==> src/sv/dmpt_ram.sv <==
`default_nettype none
module dmpt_ram #(
  parameter int unsigned WIDTH = 8,
  parameter int unsigned DEPTH = 16
) (
  input  wire logic                                     clk,
  input  wire logic                                     we,
  input  wire logic [(DEPTH > 1 ? $clog2(DEPTH) : 1)-1:0] waddr,
  input  wire logic [WIDTH-1:0]                         wdata,
  input  wire logic                                     re,
  input  wire logic [(DEPTH > 1 ? $clog2(DEPTH) : 1)-1:0] raddr,
  output logic      [WIDTH-1:0]                         rdata
);

  logic [WIDTH-1:0] mem [DEPTH];

  always_ff @(posedge clk) begin
    if (we) begin
      mem[waddr] <= wdata;
    end
    if (re) begin
      rdata <= mem[raddr];
    end
  end

endmodule
`default_nettype wire

==> config.mk <==
export PLATFORM = sky130hd
export DESIGN_NAME = dmpt_ram
export DESIGN_NICKNAME = d
export VERILOG_FILES = /design/src/sv/dmpt_ram.sv
export SDC_FILE = /design/constraint.sdc
export NUM_CORES = 1
export LEC_CHECK = 0
export BUFFER_PORTS_ARGS = -buffer_cell sky130_fd_sc_hd__buf_2
export CAP_MARGIN = 20
export CELL_PAD_IN_SITES_DETAIL_PLACEMENT = 1
export CELL_PAD_IN_SITES_GLOBAL_PLACEMENT = 1
export CORE_UTILIZATION = 55
export DETAILED_ROUTE_END_ITERATION = 8
export PLACE_DENSITY_LB_ADDON = 0.2
export SLEW_MARGIN = 20
export SYNTH_ARGS = -nofsm -noshare
export SYNTH_HDL_FRONTEND = slang
export SYNTH_SLANG_ARGS = --single-unit
==> constraint.sdc <==
create_clock -name clk -period 5 [get_ports clk]
set_clock_uncertainty 0.1 [all_clocks]
set_input_delay 0.5 -clock clk [delete_from_list [all_inputs] [get_ports clk]]
set_output_delay 0.5 -clock clk [all_outputs]
set_load 0.005 [all_outputs]
==> results.sh, run 1 <==
export IMPL_period_minus_slack_ps=1900
export IMPL_timing_hold_ws_ps=265
export IMPL_status="completed"
export IMPL_fp_dieArea_um2=9900
export IMPL_cts_reportedPaths_clkPinSlew_ps=60
export IMPL_nFillCells=733
export IMPL_num_vias=2449
export IMPL_end_kind="register"
export IMPL_design_core_area_um2=9240
export IMPL_die_h_um=99.5
export IMPL_initial_core_util=0.566
export IMPL_startpoint="waddr[2]"
export IMPL_synth_top_area_share=0.781
export IMPL_period_share=0.380
export IMPL_routed_wl_um=10400
export IMPL_placed_area_um2=5460
export IMPL_start_kind="primary input"
export IMPL_slew_viol_final=0
export IMPL_final_area_um2=6070
export IMPL_synth_area_leaders="edfxtp_1 78%, mux4_2 7.8%, mux4_1 7.0%"
export IMPL_synth_most_common_cell="edfxtp_1"
export IMPL_synthFlopType="edfxtp_1"
export IMPL_avgSynthCellArea_um2=22.8
export IMPL_ys_seq_elements=136
export IMPL_clock_fmax_ghz=0.526
export IMPL_rows=35
export IMPL_grt_first_pass_wirelength_um=15700
export IMPL_crit_fanout=8
export IMPL_hold_buffers=0
export IMPL_cp_slowest_stage_delay_ps=790
export IMPL_setup_tns_ps=0
export IMPL_io_pins=27
export IMPL_power_density_nw_per_um2=440
export IMPL_final_antenna_net_count=0
export IMPL_synth_area_leader_cell="edfxtp_1"
export IMPL_numCtsBuffers=17
export IMPL_crit_type="in -> reg"
export IMPL_grt_max_degree=33
export IMPL_syn_cell_area_um2=5230
export IMPL_fin_ws_ps=3100
export IMPL_vias_per_cell=5.97
export IMPL_antenna_found_initial=0
export IMPL_drtIter0Drc=165
export IMPL_final_cell_count_no_fill=410
export IMPL_power_leakage_nw=2.02
export IMPL_slowest_stage="nor2_1"
export IMPL_synthArstFlopShare=0
export IMPL_max_vdd_ir_drop_uv=266
export IMPL_grt_pass1_vias=2563
export IMPL_nets=287
export IMPL_place_inst=378
export IMPL_cts_root_buf="clkbuf_8"
export IMPL_die_w_um=99.5
export IMPL_regToRegStartpoint="mem[10][4]"
export IMPL_grtUsageTotal=0.237
export IMPL_cts_repair_resized=0
export IMPL_ys_warn_count=0
export IMPL_path_cells="buf_2 -> or3b_2 -> nor2_1"
export IMPL_synth_edf_count=136
export IMPL_maxCapViolCount=0
export IMPL_cts_tree="done"
export IMPL_wl_per_cell_um=25.3
export IMPL_cp_data_required_time_ps=5030
export IMPL_clock_sinks=136
export IMPL_synth_common_cells="136 x edfxtp_1, 18 x mux4_2, 16 x a22oi_1"
export IMPL_htreeDepth=4
export IMPL_hold_viol_final=0
export IMPL_drt_pass1_iter_count=4
export IMPL_grt_overflow_total=0
export IMPL_synth_distinct_cells=18
export IMPL_area_growth_pct=16.0
export IMPL_yosysSeqAreaShare=0.781
export IMPL_tightest_slew_ps=1210
export IMPL_numPortBuffers=26
export IMPL_cts_path_max_buffers=2
export IMPL_rsz0062_at_grt="false"
export IMPL_drive_gt1_frac=0.274
export IMPL_netlist_instances=229
export IMPL_setup_violations_final=0
export IMPL_hold_class="in -> reg"
export IMPL_synth_nets=248
export IMPL_gp_congestion=0.702
export IMPL_hp_start="re"
export IMPL_n_antenna_cell=0
export IMPL_postCtsSetupBuffers=0
export IMPL_pre_cts_slack_ps=2220
export IMPL_arrival_ps=1930
export IMPL_clock_latency_ps=510
export IMPL_drc=0
export IMPL_hpwl_um=6320
export IMPL_maxSlewHeadroom=0.191
-- final cells by class --
cell class	instances	area (um2)	share of cell area
Clock buffer	19	422	0.0695
Tap cell	129	161	0.0266
Sequential cell	136	4080	0.673
Multi-Input combinational cell	83	1060	0.174
Timing Repair Buffer	30	163	0.0268
Clock inverter	13	179	0.0295
-- flip-flops by register name, summed over array words and instances (netlist names) --
register and count:
rdata 8, mem 128
-- logic make-up (layout without fill, tap and decap cells) --
kind of cell | after synthesis | in the layout | synth area share
AOI/OAI and AO/OA | 16 | 16 | 0.0230
muxes | 32 | 32 | 0.148
buffers and inverters | 10 | 62 | 0.0165
and+or+nand+nor | 35 | 35 | 0.0314
DFF | 136 | 136 | 0.781
-- cells in the final DEF, fill, tap and decap left out, types with 2 or more instances in the layout --
cell type,count
a22oi_1,16
buf_2,25
buf_4,5
bufinv_16,4
clkbuf_1,2
clkbuf_16,16
clkinv_1,2
clkinv_2,2
clkinv_4,3
clkinvlp_4,2
edfxtp_1,136
mux4_1,14
mux4_2,18
nand2_1,9
nand2b_1,2
nand3b_1,2
nor2_1,13
nor3_1,4
-- power by group --
part           switching [mW]  internal, mW  leakage, nW
logic                  0.0644        0.0449        0.495
registers             0.00777          1.29         1.24
clock network           0.458         0.806        0.287
-- layer usage --
metal  track usage  wire length [um]
met5             0                 0
met4        0.0905               161
met3        0.0562               357
met2         0.375              5190
met1         0.326              4660
-- critical path: cells and delay by family --
kind                   cells  cell delay, ps
and+or+nand+nor            2            1300
buffers and inverters      1             120
-- path summary, 6_finish.rpt --
check,endpoint,slack (ps),cells past startpoint
worst max-delay path,mem[3][4],3100,3
worst min-delay path,rdata[1],270,1
worst max register to register,rdata[4],3380,3
worst min register to register,rdata[1],660,3
-- metrics by stage --
| stage | power (mW) | util |
|---|---|---|
| 3_3_place_gp | 1.42 | 0.591 |
| 2_1_floorplan | 1.38 | - |
| 4_1_cts | 2.68 | 0.656 |
| 3_5_place_dp | 1.43 | 0.591 |
| 5_1_grt | 2.73 | 0.656 |
| 6_report | 2.67 | 0.656 |
No activity file was read; power rests on OpenSTA's default activity.
==> run 2, diff against run 1 <==
CORE_UTILIZATION = 53   (was 55)
clock period = 1.8 ns   (was 5 ns; I/O delays follow)
==> run 2 against run 1 <==
Final area is 3.8% higher. Register-to-register slack worse by 3300 ps. Worst setup slack worse by 3000 ps. Via count is 5.1% higher. Cell count is 6.3% higher. Sequential share of layout area is 2.5 points lower. First-iteration DRC count is 31% higher. Critical path type is now reg -> reg. Largest power group unchanged. Highest routed layer unchanged.
==> results.sh, run 2 (synthesis gave the netlist of run 1 again) <==
export IMPL_status="completed"
export IMPL_fp_dieArea_um2=10300
export IMPL_cts_repair_resized=0
export IMPL_arrival_ps=1840
export IMPL_tightest_slew_ps=455
export IMPL_grt_overflow_total=0
export IMPL_gp_congestion=0.725
export IMPL_seqPwrFrac=0.491
export IMPL_drtIter0Drc=216
export IMPL_cts_root_buf="clkbuf_8"
export IMPL_n_antenna_cell=0
export IMPL_numPortBuffers=26
export IMPL_totalPowerFinal_mw=7.32
export IMPL_htreeDepth=4
export IMPL_die_h_um=101
export IMPL_wl_per_cell_um=26.2
export IMPL_design_core_area_um2=9420
export IMPL_nets=314
export IMPL_period_minus_slack_ps=1690
export IMPL_grt_pass1_vias=2851
export IMPL_start_kind="register"
export IMPL_area_growth_pct=20.5
export IMPL_rsz0062_at_grt="false"
export IMPL_comb_power_share=0.049
export IMPL_num_vias=2574
export IMPL_slew_viol_final=0
export IMPL_clock_fmax_ghz=0.592
export IMPL_crit_type="reg -> reg"
export IMPL_cts_reportedPaths_clkPinSlew_ps=60
export IMPL_grt_max_degree=32
export IMPL_maxCapViolCount=0
export IMPL_period_share=0.938
export IMPL_cp_data_required_time_ps=1950
export IMPL_final_antenna_net_count=0
export IMPL_io_pins=27
export IMPL_grt_first_pass_wirelength_um=17100
export IMPL_setup_violations_final=0
export IMPL_power_density_nw_per_um2=1160
export IMPL_power_leakage_nw=2.14
export IMPL_cts_path_max_buffers=2
export IMPL_layout_commonest_cell="edfxtp_1"
export IMPL_numCtsBuffers=17
export IMPL_fin_ws_ps=112
export IMPL_max_vdd_ir_drop_uv=576
export IMPL_antenna_found_initial=0
export IMPL_max_flop_register="mem"
export IMPL_largest_reg_flops=128
export IMPL_drc=0
export IMPL_drive_gt1_frac=0.309
export IMPL_maxSlewHeadroom=0.697
export IMPL_hold_viol_final=0
export IMPL_cts_tree="done"
export IMPL_rows=35
export IMPL_pwr_share_clk=0.461
export IMPL_hpwl_um=6840
export IMPL_grtUsageTotal=0.251
export IMPL_initial_core_util=0.555
export IMPL_routed_wl_um=11400
export IMPL_clock_latency_ps=510
export IMPL_pre_cts_slack_ps=-68.2
export IMPL_end_kind="register"
export IMPL_vias_per_cell=5.90
export IMPL_reg_top3="mem (128), rdata (8)"
export IMPL_layout_common_cells="136 x edfxtp_1, 26 x buf_2, 19 x buf_4"
export IMPL_die_w_um=101
export IMPL_crit_fanout=1
export IMPL_clock_sinks=136
export IMPL_p_sw_mw=1.50
export IMPL_switching_share=0.205
export IMPL_hold_class="in -> reg"
export IMPL_intPower_mw=5.82
export IMPL_drt_pass1_iter_count=4
## run 2: what timing repair did
action | CTS | global route
endpoints found under the setup margin | 0 | 0
hold buffers | 9 | 0
endpoints found under the hold margin | 136 | 0
setup buffers | 0 | 0
## run 2: final cells by class
type	count	area, um2
Clock buffer	18	418
Clock inverter	13	155
Fill cell	763	3120
Multi-Input combinational cell	83	1060
Sequential cell	136	4080
Tap cell	129	161
Timing Repair Buffer	57	423
## run 2: per-layer routing
metal  wire [um]  share of wire  GRT usage
met1        4740           0.41      0.322
met3         586          0.051     0.0531
met4         216          0.019      0.115
met5           0              0          0
met2        5890           0.52      0.419
## run 2: worst max-delay path, stage by stage, from the launching register on
cell and delay, ps:
edfxtp_1 390, mux4_1 510, a22oi_1 320, nand2_1 110
## run 2: power by group through the flow
stage                     Clock (mW)  Sequential (mW)  Combinational (mW)
after floorplan                    0             3.65               0.180
after global placement             0             3.65               0.328
after detailed placement           0             3.66               0.338
after CTS                       3.42             3.59               0.359
after global routing            3.51             3.60               0.385
final                           3.37             3.59               0.356
## run 2: worst paths after layout
check / start / to / slack (ps) / depth (start not counted)
worst max-delay path: mem[2][5] / rdata[5] / 110 / 3
worst min register to register: mem[4][3] / rdata[3] / 660 / 3
worst max register to register: mem[2][5] / rdata[5] / 110 / 3
worst min-delay path: raddr[1] / rdata[7] / 140 / 4
## run 2: stage by stage
stage          setup TNS, ps  area [um2]  hold slack (ps)  cells   util
6_report                   0        6300              138    436  0.669
5_1_grt                    0        6300              154    436  0.669
4_1_cts                    0        6300              117    436  0.669
3_5_place_dp            -168        5640              479    396  0.599
3_3_place_gp            -163        5640              470    396  0.599
2_1_floorplan              0        5230              179    229      -
